<file path="config.mk">
export PLATFORM = sky130hd
export DESIGN_NAME = xmodem_1k_receiver
export DESIGN_NICKNAME = d
export VERILOG_FILES = /design/src/xmr_pkg.sv /design/src/xmodem_1k_receiver.sv /design/src/xmr_front.sv /design/src/xmr_back.sv
export SDC_FILE = /design/constraint.sdc
export NUM_CORES = 1
export LEC_CHECK = 0
export BUFFER_PORTS_ARGS = -buffer_cell sky130_fd_sc_hd__buf_4
export CAP_MARGIN = 20
export CORE_MARGIN = 2
export CORE_UTILIZATION = 45
export CTS_CLUSTER_SIZE = 28
export DETAILED_ROUTE_END_ITERATION = 10
export GPL_TIMING_DRIVEN = 0
export PLACE_DENSITY = 0.58
export SKIP_CTS_REPAIR_TIMING = 1
export SYNTH_ARGS = -nofsm -noshare
export SYNTH_HDL_FRONTEND = slang
export SYNTH_SLANG_ARGS = --single-unit
</file>
<file path="constraint.sdc">
create_clock -name clk -period 7.7 [get_ports clk]
set_clock_uncertainty 0.1 [all_clocks]
set_input_delay 0.385 -clock clk [delete_from_list [all_inputs] [get_ports clk]]
set_output_delay 0.385 -clock clk [all_outputs]
set_load 0.005 [all_outputs]
</file>
<file path="src/xmr_pkg.sv">
// Package: shared types and constants of the XMODEM-1K receiver
package xmr_pkg;
  localparam int LONG_PAYLOAD  = 1024;
  localparam int SHORT_PAYLOAD = 128;

  localparam logic [1:0] REQ_START = 2'd0;
  localparam logic [1:0] REQ_BYTE  = 2'd1;
  localparam logic [1:0] REQ_TICK  = 2'd2;

  localparam logic [7:0] B_SOH  = 8'h01;
  localparam logic [7:0] B_STX  = 8'h02;
  localparam logic [7:0] B_EOT  = 8'h04;
  localparam logic [7:0] B_ACK  = 8'h06;
  localparam logic [7:0] B_NAK  = 8'h15;
  localparam logic [7:0] B_CAN  = 8'h18;
  localparam logic [7:0] B_POLL = 8'h43;

  localparam logic [2:0] ST_NONE    = 3'd0;
  localparam logic [2:0] ST_NEW     = 3'd1;
  localparam logic [2:0] ST_DUP     = 3'd2;
  localparam logic [2:0] ST_REJECT  = 3'd3;
  localparam logic [2:0] ST_TIMEOUT = 3'd4;

  localparam logic [2:0] RA_POLL     = 3'd0;
  localparam logic [2:0] RA_WAIT     = 3'd1;
  localparam logic [2:0] RA_PKT_GAP  = 3'd2;
  localparam logic [2:0] RA_CHAR_GAP = 3'd3;
  localparam logic [2:0] RA_RETRY    = 3'd4;

  localparam logic [19:0] GAP_MAX  = 20'hFFFFF;
  localparam logic [20:0] POLL_MAX = 21'h1FFFFF;

  typedef enum logic [1:0] {CMD_START, CMD_BYTE, CMD_TICK, CMD_NOP} cmd_t;

  typedef struct packed {
    cmd_t       cmd;
    logic [7:0] b;
  } item_t;

  typedef struct packed {
    logic       tx_valid;
    logic [7:0] tx_byte;
    logic       data_valid;
    logic [7:0] data_byte;
    logic [9:0] data_offset;
    logic [2:0] packet_status;
    logic       packet_long;
    logic       session_done;
    logic       session_failed;
  } result_t;

  typedef struct packed {
    logic [15:0] poll_interval;
    logic [19:0] start_wait_limit;
    logic [15:0] packet_gap_timeout;
    logic [15:0] char_gap_timeout;
    logic [3:0]  retry_limit;
  } cfg_t;

  function automatic logic [15:0] crc_byte(logic [15:0] crc, logic [7:0] b);
    logic [15:0] c;
    c = crc ^ {b, 8'h00};
    for (int i = 0; i < 8; i++) begin
      c = c[15] ? ((c << 1) ^ 16'h1021) : (c << 1);
    end
    return c;
  endfunction
endpackage

</file>
<file path="src/xmodem_1k_receiver.sv">
// Top level: XMODEM-1K receiver with APB register port
// An input transfer reaches its result through the request queue and then the output register.
// Throughput: one request per cycle while out_stall is low; the back end session logic is combinational.
// A two-entry request queue and the output register let each side stall on its own.
// Reset: synchronous active-low rst_n clears queue, session state and registers to defaults.
module xmodem_1k_receiver (
  input  logic        clk,
  input  logic        rst_n,
  input  logic        in_valid,
  output logic        in_stall,
  input  logic [1:0]  in_req_type,
  input  logic [7:0]  in_rx_byte,
  output logic        out_valid,
  input  logic        out_stall,
  output logic        out_tx_valid,
  output logic [7:0]  out_tx_byte,
  output logic        out_data_valid,
  output logic [7:0]  out_data_byte,
  output logic [9:0]  out_data_offset,
  output logic [2:0]  out_packet_status,
  output logic        out_packet_long,
  output logic        out_session_done,
  output logic        out_session_failed,
  input  logic        cfg_psel,
  input  logic        cfg_penable,
  input  logic        cfg_pwrite,
  input  logic [4:0]  cfg_paddr,
  input  logic [31:0] cfg_pwdata,
  output logic [31:0] cfg_prdata,
  output logic        cfg_pready
);
  xmr_pkg::cfg_t cfg_r;
  logic q_valid, q_take;
  xmr_pkg::item_t q_item;
  xmr_pkg::result_t res;

  assign cfg_pready = 1'b1;

  always_ff @(posedge clk) begin
    if (!rst_n) begin
      cfg_r.poll_interval <= 16'd3000;
      cfg_r.start_wait_limit <= 20'd60000;
      cfg_r.packet_gap_timeout <= 16'd500;
      cfg_r.char_gap_timeout <= 16'd100;
      cfg_r.retry_limit <= 4'd10;
    end else if (cfg_psel && cfg_penable && cfg_pwrite) begin
      case (cfg_paddr[4:2])
        xmr_pkg::RA_POLL:     cfg_r.poll_interval <= cfg_pwdata[15:0];
        xmr_pkg::RA_WAIT:     cfg_r.start_wait_limit <= cfg_pwdata[19:0];
        xmr_pkg::RA_PKT_GAP:  cfg_r.packet_gap_timeout <= cfg_pwdata[15:0];
        xmr_pkg::RA_CHAR_GAP: cfg_r.char_gap_timeout <= cfg_pwdata[15:0];
        xmr_pkg::RA_RETRY:    cfg_r.retry_limit <= cfg_pwdata[3:0];
        default: ;
      endcase
    end
  end

  always_comb begin
    case (cfg_paddr[4:2])
      xmr_pkg::RA_POLL:     cfg_prdata = {16'd0, cfg_r.poll_interval};
      xmr_pkg::RA_WAIT:     cfg_prdata = {12'd0, cfg_r.start_wait_limit};
      xmr_pkg::RA_PKT_GAP:  cfg_prdata = {16'd0, cfg_r.packet_gap_timeout};
      xmr_pkg::RA_CHAR_GAP: cfg_prdata = {16'd0, cfg_r.char_gap_timeout};
      xmr_pkg::RA_RETRY:    cfg_prdata = {28'd0, cfg_r.retry_limit};
      default:              cfg_prdata = '0;
    endcase
  end

  xmr_front u_front (
    .clk, .rst_n, .in_valid, .in_stall, .in_req_type, .in_rx_byte,
    .q_valid, .q_item, .q_take
  );

  xmr_back u_back (
    .clk, .rst_n, .cfg(cfg_r), .q_valid, .q_item, .q_take,
    .out_valid, .out_stall, .out_res(res)
  );

  assign out_tx_valid = res.tx_valid;
  assign out_tx_byte = res.tx_byte;
  assign out_data_valid = res.data_valid;
  assign out_data_byte = res.data_byte;
  assign out_data_offset = res.data_offset;
  assign out_packet_status = res.packet_status;
  assign out_packet_long = res.packet_long;
  assign out_session_done = res.session_done;
  assign out_session_failed = res.session_failed;
endmodule

</file>
<file path="src/xmr_front.sv">
// Front end: accepts requests, classifies them and queues them two deep
module xmr_front (
  input  logic              clk,
  input  logic              rst_n,
  input  logic              in_valid,
  output logic              in_stall,
  input  logic [1:0]        in_req_type,
  input  logic [7:0]        in_rx_byte,
  output logic              q_valid,
  output xmr_pkg::item_t    q_item,
  input  logic              q_take
);
  xmr_pkg::item_t mem_r [2];
  logic [1:0] cnt_r;
  logic       rd_r, wr_r;
  xmr_pkg::item_t it;
  logic push, pop;

  always_comb begin
    case (in_req_type)
      xmr_pkg::REQ_START: it.cmd = xmr_pkg::CMD_START;
      xmr_pkg::REQ_BYTE:  it.cmd = xmr_pkg::CMD_BYTE;
      xmr_pkg::REQ_TICK:  it.cmd = xmr_pkg::CMD_TICK;
      default:            it.cmd = xmr_pkg::CMD_NOP;
    endcase
    it.b = in_rx_byte;
  end

  assign in_stall = (cnt_r == 2'd2);
  assign push = in_valid && !in_stall;
  assign q_valid = (cnt_r != 2'd0);
  assign pop = q_valid && q_take;
  assign q_item = mem_r[rd_r];

  always_ff @(posedge clk) begin
    if (!rst_n) begin
      cnt_r <= '0;
      rd_r <= 1'b0;
      wr_r <= 1'b0;
    end else begin
      if (push) wr_r <= !wr_r;
      if (pop) rd_r <= !rd_r;
      cnt_r <= cnt_r + {1'b0, push} - {1'b0, pop};
    end
    if (push) mem_r[wr_r] <= it;
  end
endmodule

</file>
<file path="src/xmr_back.sv">
// Back end: session state machine, packet checks, CRC and output register
module xmr_back (
  input  logic              clk,
  input  logic              rst_n,
  input  xmr_pkg::cfg_t     cfg,
  input  logic              q_valid,
  input  xmr_pkg::item_t    q_item,
  output logic              q_take,
  output logic              out_valid,
  input  logic              out_stall,
  output xmr_pkg::result_t  out_res
);
  typedef enum logic [1:0] {PH_OFF, PH_POLL, PH_RECV} phase_t;

  phase_t phase_r, phase_nxt;
  logic [10:0] bc_r, bc_nxt;
  logic lp_r, lp_nxt;
  logic [7:0] hc_r, hc_nxt, hs_r, hs_nxt, hi_r, hi_nxt, es_r, es_nxt;
  logic [19:0] gt_r, gt_nxt;
  logic [20:0] pt_r, pt_nxt;
  logic [3:0] tc_r, tc_nxt, ec_r, ec_nxt;
  logic [15:0] rc_r, rc_nxt, kc_r, kc_nxt;
  logic ov_r;
  xmr_pkg::result_t res_r, o;

  assign q_take = !ov_r || !out_stall;
  assign out_valid = ov_r;
  assign out_res = res_r;

  wire logic fire = q_valid && q_take;

  always_comb begin
    logic [10:0] plen, off;
    logic [21:0] psum;
    logic [8:0] ssum;
    logic bad, poc, nak, ack, cancel;
    phase_nxt = phase_r; bc_nxt = bc_r; lp_nxt = lp_r;
    hc_nxt = hc_r; hs_nxt = hs_r; hi_nxt = hi_r; es_nxt = es_r;
    gt_nxt = gt_r; pt_nxt = pt_r; tc_nxt = tc_r; ec_nxt = ec_r;
    rc_nxt = rc_r; kc_nxt = kc_r;
    o = '0;
    poc = 1'b0; nak = 1'b0; ack = 1'b0; cancel = 1'b0; bad = 1'b0;
    plen = '0; off = '0; psum = '0; ssum = '0;
    case (q_item.cmd)
      xmr_pkg::CMD_START: begin
        bc_nxt = '0; lp_nxt = 1'b0; hc_nxt = '0; hs_nxt = '0; hi_nxt = '0;
        es_nxt = 8'd1; gt_nxt = '0; pt_nxt = '0; tc_nxt = '0; ec_nxt = '0;
        rc_nxt = '0; kc_nxt = '0;
        poc = 1'b1;
      end
      xmr_pkg::CMD_BYTE: begin
        if (phase_r == PH_POLL) begin
          gt_nxt = '0;
          if (q_item.b == xmr_pkg::B_SOH || q_item.b == xmr_pkg::B_STX) begin
            hc_nxt = q_item.b;
            lp_nxt = (q_item.b == xmr_pkg::B_STX);
            rc_nxt = '0;
            bc_nxt = 11'd1;
            phase_nxt = PH_RECV;
          end else begin
            poc = 1'b1;
          end
        end else if (phase_r == PH_RECV) begin
          tc_nxt = '0;
          gt_nxt = '0;
          if (bc_r < 11'd3) begin
            if (bc_r == 11'd0) begin
              hc_nxt = q_item.b;
              rc_nxt = '0;
            end else if (bc_r == 11'd1) begin
              hs_nxt = q_item.b;
            end else begin
              hi_nxt = q_item.b;
            end
            if (hc_nxt == xmr_pkg::B_SOH || hc_nxt == xmr_pkg::B_STX) begin
              lp_nxt = (hc_nxt == xmr_pkg::B_STX);
            end
          end else begin
            off = bc_r - 11'd3;
            if (off < (lp_r ? 11'(xmr_pkg::LONG_PAYLOAD) : 11'(xmr_pkg::SHORT_PAYLOAD))) begin
              o.data_valid = 1'b1;
              o.data_byte = q_item.b;
              o.data_offset = off[9:0];
              o.packet_long = lp_r;
              rc_nxt = xmr_pkg::crc_byte(rc_r, q_item.b);
            end else begin
              kc_nxt = {kc_r[7:0], q_item.b};
            end
          end
          if (bc_r == 11'd0 && q_item.b == xmr_pkg::B_EOT) begin
            o.tx_valid = 1'b1;
            o.tx_byte = xmr_pkg::B_ACK;
            o.session_done = 1'b1;
            phase_nxt = PH_OFF;
          end else begin
            bc_nxt = bc_r + 11'd1;
            plen = lp_nxt ? 11'(xmr_pkg::LONG_PAYLOAD) : 11'(xmr_pkg::SHORT_PAYLOAD);
            if (bc_nxt >= plen + 11'd5) begin
              o.packet_long = lp_nxt;
              ssum = {1'b0, hs_nxt} + {1'b0, hi_nxt};
              if (hc_nxt != (lp_nxt ? xmr_pkg::B_STX : xmr_pkg::B_SOH) ||
                  ssum != 9'd255) begin
                bad = 1'b1;
              end else if (hs_nxt == es_r - 8'd1) begin
                o.packet_status = xmr_pkg::ST_DUP;
                ack = 1'b1;
              end else if (hs_nxt != es_r || rc_nxt != kc_nxt) begin
                bad = 1'b1;
              end else begin
                es_nxt = es_r + 8'd1;
                o.packet_status = xmr_pkg::ST_NEW;
                ack = 1'b1;
              end
            end
          end
        end
      end
      xmr_pkg::CMD_TICK: begin
        if (phase_r != PH_OFF && gt_r < xmr_pkg::GAP_MAX) gt_nxt = gt_r + 20'd1;
        if (phase_r == PH_POLL) begin
          if (gt_nxt >= {4'd0, cfg.poll_interval}) begin
            psum = {1'b0, pt_r} + {6'd0, cfg.poll_interval};
            pt_nxt = (psum > {1'b0, xmr_pkg::POLL_MAX}) ? xmr_pkg::POLL_MAX : psum[20:0];
            poc = 1'b1;
          end
        end else if (phase_r == PH_RECV) begin
          if (gt_nxt >= {4'd0, (bc_r == 11'd0) ? cfg.packet_gap_timeout
                                                : cfg.char_gap_timeout}) begin
            gt_nxt = '0;
            if (tc_r != 4'd15) tc_nxt = tc_r + 4'd1;
            o.packet_status = xmr_pkg::ST_TIMEOUT;
            nak = 1'b1;
          end
        end
      end
      default: ;
    endcase
    if (bad) begin
      if (ec_r != 4'd15) ec_nxt = ec_r + 4'd1;
      o.packet_status = xmr_pkg::ST_REJECT;
      nak = 1'b1;
    end
    if (ack) begin
      o.tx_valid = 1'b1; o.tx_byte = xmr_pkg::B_ACK;
      gt_nxt = '0; ec_nxt = '0; bc_nxt = '0;
    end
    if (nak) begin
      if (ec_nxt >= cfg.retry_limit || tc_nxt >= cfg.retry_limit) begin
        cancel = 1'b1;
      end else begin
        o.tx_valid = 1'b1; o.tx_byte = xmr_pkg::B_NAK;
        bc_nxt = '0; gt_nxt = '0;
      end
    end
    if (poc) begin
      if (pt_nxt >= {1'b0, cfg.start_wait_limit}) begin
        cancel = 1'b1;
      end else begin
        o.tx_valid = 1'b1; o.tx_byte = xmr_pkg::B_POLL;
        gt_nxt = '0; phase_nxt = PH_POLL;
      end
    end
    if (cancel) begin
      o.tx_valid = 1'b1; o.tx_byte = xmr_pkg::B_CAN;
      o.session_failed = 1'b1;
      gt_nxt = '0; phase_nxt = PH_OFF;
    end
  end

  always_ff @(posedge clk) begin
    if (!rst_n) begin
      phase_r <= PH_OFF; bc_r <= '0; lp_r <= 1'b0; hc_r <= '0; hs_r <= '0;
      hi_r <= '0; es_r <= 8'd1; gt_r <= '0; pt_r <= '0; tc_r <= '0; ec_r <= '0;
      rc_r <= '0; kc_r <= '0; ov_r <= 1'b0;
    end else begin
      if (fire) begin
        phase_r <= phase_nxt; bc_r <= bc_nxt; lp_r <= lp_nxt; hc_r <= hc_nxt;
        hs_r <= hs_nxt; hi_r <= hi_nxt; es_r <= es_nxt; gt_r <= gt_nxt;
        pt_r <= pt_nxt; tc_r <= tc_nxt; ec_r <= ec_nxt; rc_r <= rc_nxt;
        kc_r <= kc_nxt;
        ov_r <= 1'b1;
      end else if (!out_stall) begin
        ov_r <= 1'b0;
      end
    end
    if (fire) res_r <= o;
  end

`ifndef SYNTHESIS
  a_hold: assert property (@(posedge clk) disable iff (!rst_n)
    ov_r && out_stall |=> ov_r && $stable(res_r)) else $error("result lost under stall");
  a_one: assert property (@(posedge clk) disable iff (!rst_n)
    ov_r |-> !(res_r.session_done && res_r.session_failed)) else $error("done and failed");
  a_can: assert property (@(posedge clk) disable iff (!rst_n)
    ov_r && res_r.session_failed |-> res_r.tx_byte == xmr_pkg::B_CAN)
    else $error("failure without CAN");
`endif
endmodule

</file>
==> results of run 1 <==
==> per-stage QoR <==
| stage | power (mW) | hold slack [ps] |
|---|---|---|
| detailed placement | 2.85 | 357 |
| global placement | 2.84 | 348 |
| floorplan | 2.36 | 337 |
| finish | 4.35 | -10.6 |
| CTS | 4.32 | -132 |
| global route | 4.53 | -1.48 |
==> sequential cells by signal (all words and copies together) (netlist names), named ones only <==
name	count
u_back.gt_r	20
u_front.cnt_r	2
u_back.hs_r	8
cfg_r	72
u_back.kc_r	16
u_back.lp_r	1
u_back.ec_r	4
u_back.phase_r	2
u_back.es_r	8
u_back.hi_r	8
u_back.tc_r	4
u_back.rc_r	16
u_front.wr_r	1
u_back.pt_r	21
u_front.mem_r	20
u_back.bc_r	11
u_back.hc_r	8
u_back.out_valid	1
u_back.out_res	32
u_front.rd_r	1
==> path summary, 6_finish.rpt <==
path | start | endpoint | slack (ps)
worst max register to register | u_back.bc_r[5] | u_back.out_res[29] | 420
worst max-delay path | u_back.bc_r[5] | u_back.out_res[29] | 420
worst min-delay path | cfg_pwdata[3] | cfg_r[3] | -10
worst min register to register | u_back.hs_r[1] | u_back.hs_r[1] | 360
==> power by group through the flow <==
stage | Combinational, mW | Clock [mW] | Sequential [mW]
after CTS | 1.27 | 1.49 | 1.56
final | 1.33 | 1.47 | 1.56
after floorplan | 0.771 | 0 | 1.59
after global routing | 1.42 | 1.54 | 1.57
after global placement | 1.25 | 0 | 1.59
after detailed placement | 1.27 | 0 | 1.59
==> worst max-delay path: cells and delay by family (launching register included) <==
kind	cells	cell delay (ps)
and+or+nand+nor	14	3100
AOI/OAI and AO/OA	5	1110
buffers and inverters	5	950
adders and majority gates	3	890
muxes	2	330
DFF	1	290
xor gates and xnor gates	1	220
==> layout by cell type, fill, tap and decap left out, drive strengths merged, types with 14 or more instances in the layout <==
cell type,netlist,layout
a22oi,66,66
ha,102,102
o22ai,17,17
a21o,23,23
nor4,17,17
dlygate4sd3,0,26
xor2,51,51
edfxtp,52,52
mux2,15,15
and2,17,17
buf,38,142
nand3,72,72
conb,2,15
clkinv,2,16
a31oi,21,21
nor2b,29,29
inv,75,75
clkbuf,96,133
nand2b,14,14
nor3,47,47
o211ai,25,25
o21ai,88,88
nand2,287,287
nand4,16,16
dfxtp,205,205
mux2i,43,43
a21oi,147,147
and3,20,20
nor2,201,201
a22o,24,24
xnor2,70,70
==> routing by layer <==
metal  GRT usage  vias to the layer above  routed length [um]
met5           0                        -                   0
met4       0.160                        0                3430
met3      0.0297                      139                3340
met2       0.482                      591               26300
met1       0.364                     7593               24200
li1            -                     7625                   -
==> cells by family (layout without fill, tap and decap cells) <==
family,Yosys count,after routing,synth area share
fa+ha+maj,104,104,0.0781
other cells,2,15,0.000446
buf+inv,211,397,0.0524
mux,70,70,0.0548
simple gates,764,764,0.210
compound gates,508,508,0.198
flops,257,257,0.336
xor+xnor,122,122,0.0699
==> area by class of cell <==
class / instances / area, sq um
fillers: 3519 / 17000
multi-input cells: 1583 / 10500
flip-flops and latches: 257 / 5670
repair buffers: 131 / 1060
clock buffers: 38 / 812
plain buffers: 133 / 606
well taps: 468 / 586
inverters: 77 / 289
clock inverters: 18 / 179
==> impl_metrics.toml, run 1 <==
[timing]
slew_viol_final = 0
fin_crit_ps = 7280
tightest_slew_ps = 1080
slew_headroom = 0.257
setup-violations-final = 0
whs_ps = -10.6
timing.final.crit_share = 0.946
setup_ws_ps = 416
hold_violations = 2
fmax_mhz = 137
fin_setup_tns_ps = 0

[setup_path]
worstSetupEndpointType = "register"
crit_arrival_ps = 7510
cp.required_ps = 7920
rr_worst_depth = 30
start_kind = "register"
slowest_stage = "or4_1"
cp_slowest_stage_delay_ps = 490
setup.worst_path.class = "register to register"
cpMostUsedCell = "nand2_1"
crit_path_max_fanout = 10

[layout]
design_area_sq_um = 19700
layout-drive-gt1-share = 0.124
antennaDiodeCount = 0
nets = 2371
utilization = 0.537
area_delta_synth_final_pct = 17.0
stdcell_count = 2705

[run]
maxCapViolCount = 0

[synthesis]
synth_top_area_frac = 0.244
synth_cells = 2038
synth_most_common_cell = "nand2_1"
ys_top_cells_by_area = "dfxtp_1 (24%), edfxtp_1 (9.3%), ha_1 (7.6%)"
synth_warnings = 0
ys_ff_latch = 257
synthTopCellsByCount = "nand2_1 (286), dfxtp_1 (205), nor2_1 (201)"
synth_top_cell_by_area = "dfxtp_1"
synth_cell_type_count = 95
synth.yosys.seq_area_share = 0.336
postSynth.asyncResetShare = 0
synth_edf_count = 52
netlist_area_sq_um = 16800
synth_ff_type = "dfxtp_1"
syn_avg_cell_area_sq_um = 8.27

[floorplan]
rows = 70
start_util = 0.459
die_x_um = 197
core_sq_um = 36700
io_pins = 123
die_h_um = 197
dieArea_sq_um = 39000

[global_route]
grt_first_pass_wirelength_um = 87000
first_global_vias = 14999
grt_max_degree = 24
grt_usage = 0.288
antenna_found_initial = 0
grt-ovfl-total = 0

[clock_network]
cts.sinks = 257
cts_made_buffers = 30
h-tree-depth = 1
cts-root-buf = "clkbuf_16"
clock_path_buffers = 3
clk-insertion-delay-late_ps = 580
cts_tree = "done"
clk_pin_slew_ps = 60

[pwr]
comb_power_share = 0.305
p_clk_frac = 0.337
internal_power_mw = 2.85
peakVddDrop_mv = 0.201
cellPowerDensity_nw_per_um2 = 221
seqPwrFrac = 0.358
swShare = 0.345
power_leakage_nw = 7.73
p_switching_mw = 1.50

[hold_path]
hold_class = "input port to register"
hold_depth = 3

[place]
place_congestion = 0.952
place_inst = 2610
port_buffers = 89
place_ws_ps = -740
place_hpwl_um = 43300
placed_area_sq_um = 18200

[run_status]
status = "finished, violations left"
violations = "negative hold slack"

[route]
vias = 15948
drtIter0Drc = 1252
dr.pass1.iters = 5
routedWlPerCell_um = 21.2
drtAntennaViolNets = 0
wirelength_um = 57300
drc = 0
vias_per_cell = 5.90
Power figures use the tool's default switching activity.
==> inputs of run 2 (changes only) <==
- CORE_UTILIZATION: 45 -> 48
- PLACE_DENSITY: 0.58 -> 0.62
==> run 2 against run 1 <==
Compared with the run above: the flow now finishes without violations; worst hold slack better by 24 ps; count of clock-buffer cells in the layout is 3 higher; fmax increased by 2.1%; register-to-register slack better by 150 ps; combinational power about the same; design area shrank 0.29%; critical path depth is 3 higher.
==> impl_metrics.toml, run 2 (synthesis gave the netlist of run 1 again) <==
[route]
wirelength_um = 56200
drtIter0Drc = 1249
drc = 0
drtAntennaViolNets = 0
dr.pass1.iters = 5
routedWlPerCell_um = 20.9
vias = 15946
vias_per_cell = 5.94

[setup_path]
cp.required_ps = 7920
cp_num_buf_inv = 1
cp_slowest_stage_delay_ps = 340
crit_arrival_ps = 7360
crit_family = "compound AO/OA/AOI/OAI gates"
slowest_stage = "or2_2"
crit_path_max_fanout = 8
worstSetupEndpointType = "register"
setup.worst_path.class = "register to register"
cpMostUsedCell = "a21o_1"
start_kind = "register"

[timing]
fin_setup_tns_ps = 0
fmax_mhz = 140
fin_crit_ps = 7130
whs_ps = 13.1
hold_violations = 0
setup-violations-final = 0
grt_setup_unrepaired = "no"
tightest_slew_ps = 1030
timing.final.crit_share = 0.926
slew_viol_final = 0
slew_headroom = 0.311

[global_route]
grt_first_pass_wirelength_um = 87100
grt_usage = 0.307
antenna_found_initial = 0
first_global_vias = 14965
grt_max_degree = 33
grt-ovfl-total = 0

[pwr]
peakVddDrop_mv = 0.176
power_leakage_nw = 7.70
cellPowerDensity_nw_per_um2 = 221

[clock_network]
clock_path_buffers = 3
cts_tree = "done"
h-tree-depth = 1
cts_made_buffers = 31
cts-root-buf = "clkbuf_16"
clk_pin_slew_ps = 60
cts.sinks = 257
clk-insertion-delay-late_ps = 570

[layout]
nets = 2365
final_cell_mix = "nand2_1 (286), dfxtp_1 (205), nor2_1 (200)"
layout-drive-gt1-share = 0.123
fill_cells = 3259
largest_register = "cfg_r"
largest_reg_flops = 72
final_common_cell = "nand2_1"
area_delta_synth_final_pct = 16.6
antennaDiodeCount = 0

[floorplan]
start_util = 0.488
rows = 68
core_sq_um = 34500
die_h_um = 191
dieArea_sq_um = 36600
io_pins = 123
die_x_um = 191

[run_status]
status = "complete, no violations"

[place]
place_hpwl_um = 42900
place_congestion = 0.962
port_buffers = 89

[run]
maxCapViolCount = 0

[hold_path]
hold_class = "input port to register"
run 2: tightest hold or removal path: stages:
cell and delay [ps]:
buf_4 150, nand2_1 60, a21oi_1 50
run 2: cell type report:
| cell class | instances | area [sq um] | area share |
|---|---|---|---|
| flip-flops and latches | 257 | 5670 | 0.288 |
| plain buffers | 133 | 596 | 0.0303 |
| clock buffers | 41 | 895 | 0.0455 |
| well taps | 455 | 569 | 0.0290 |
| repair buffers | 124 | 1010 | 0.0516 |
| clock inverters | 16 | 144 | 0.00732 |
| inverters | 77 | 289 | 0.0147 |
| multi-input cells | 1583 | 10500 | 0.533 |
run 2: path summary, 6_finish.rpt:
path / from / end / slack [ps] / cells past startpoint
worst max-delay path: u_back.gt_r[7] / u_back.out_res[29] / 570 / 33
worst min-delay path: cfg_pwdata[1] / cfg_r[37] / 10 / 3
worst max register to register: u_back.gt_r[7] / u_back.out_res[29] / 570 / 33
worst min register to register: u_back.hs_r[1] / u_back.hs_r[1] / 370 / 2
run 2: per-layer routing:
metal	vias to the layer above	track usage	wire, um
li1	7627	-	-
met1	7561	0.374	22900
met2	600	0.528	26800
met3	158	0.0367	3140
met4	0	0.165	3420
met5	-	0	0
run 2: through the flow:
stage / std cells / power [mW] / utilization / instance area, sq um / worst slack [ps]
floorplan: 2051 / 2.36 / - / 16900 / 936
global placement: 2595 / 2.82 / 0.525 / 18100 / -861
detailed placement: 2597 / 2.84 / 0.526 / 18200 / -814
CTS: 2654 / 4.32 / 0.556 / 19200 / -865
global route: 2686 / 4.52 / 0.569 / 19600 / 9.39
finish: 2686 / 4.34 / 0.569 / 19600 / 566
run 2: power by group:
part	switching [mW]	total, mW	internal (mW)
Combinational	0.841	1.30	0.459
Clock	0.604	1.48	0.880
Sequential	0.0507	1.56	1.51
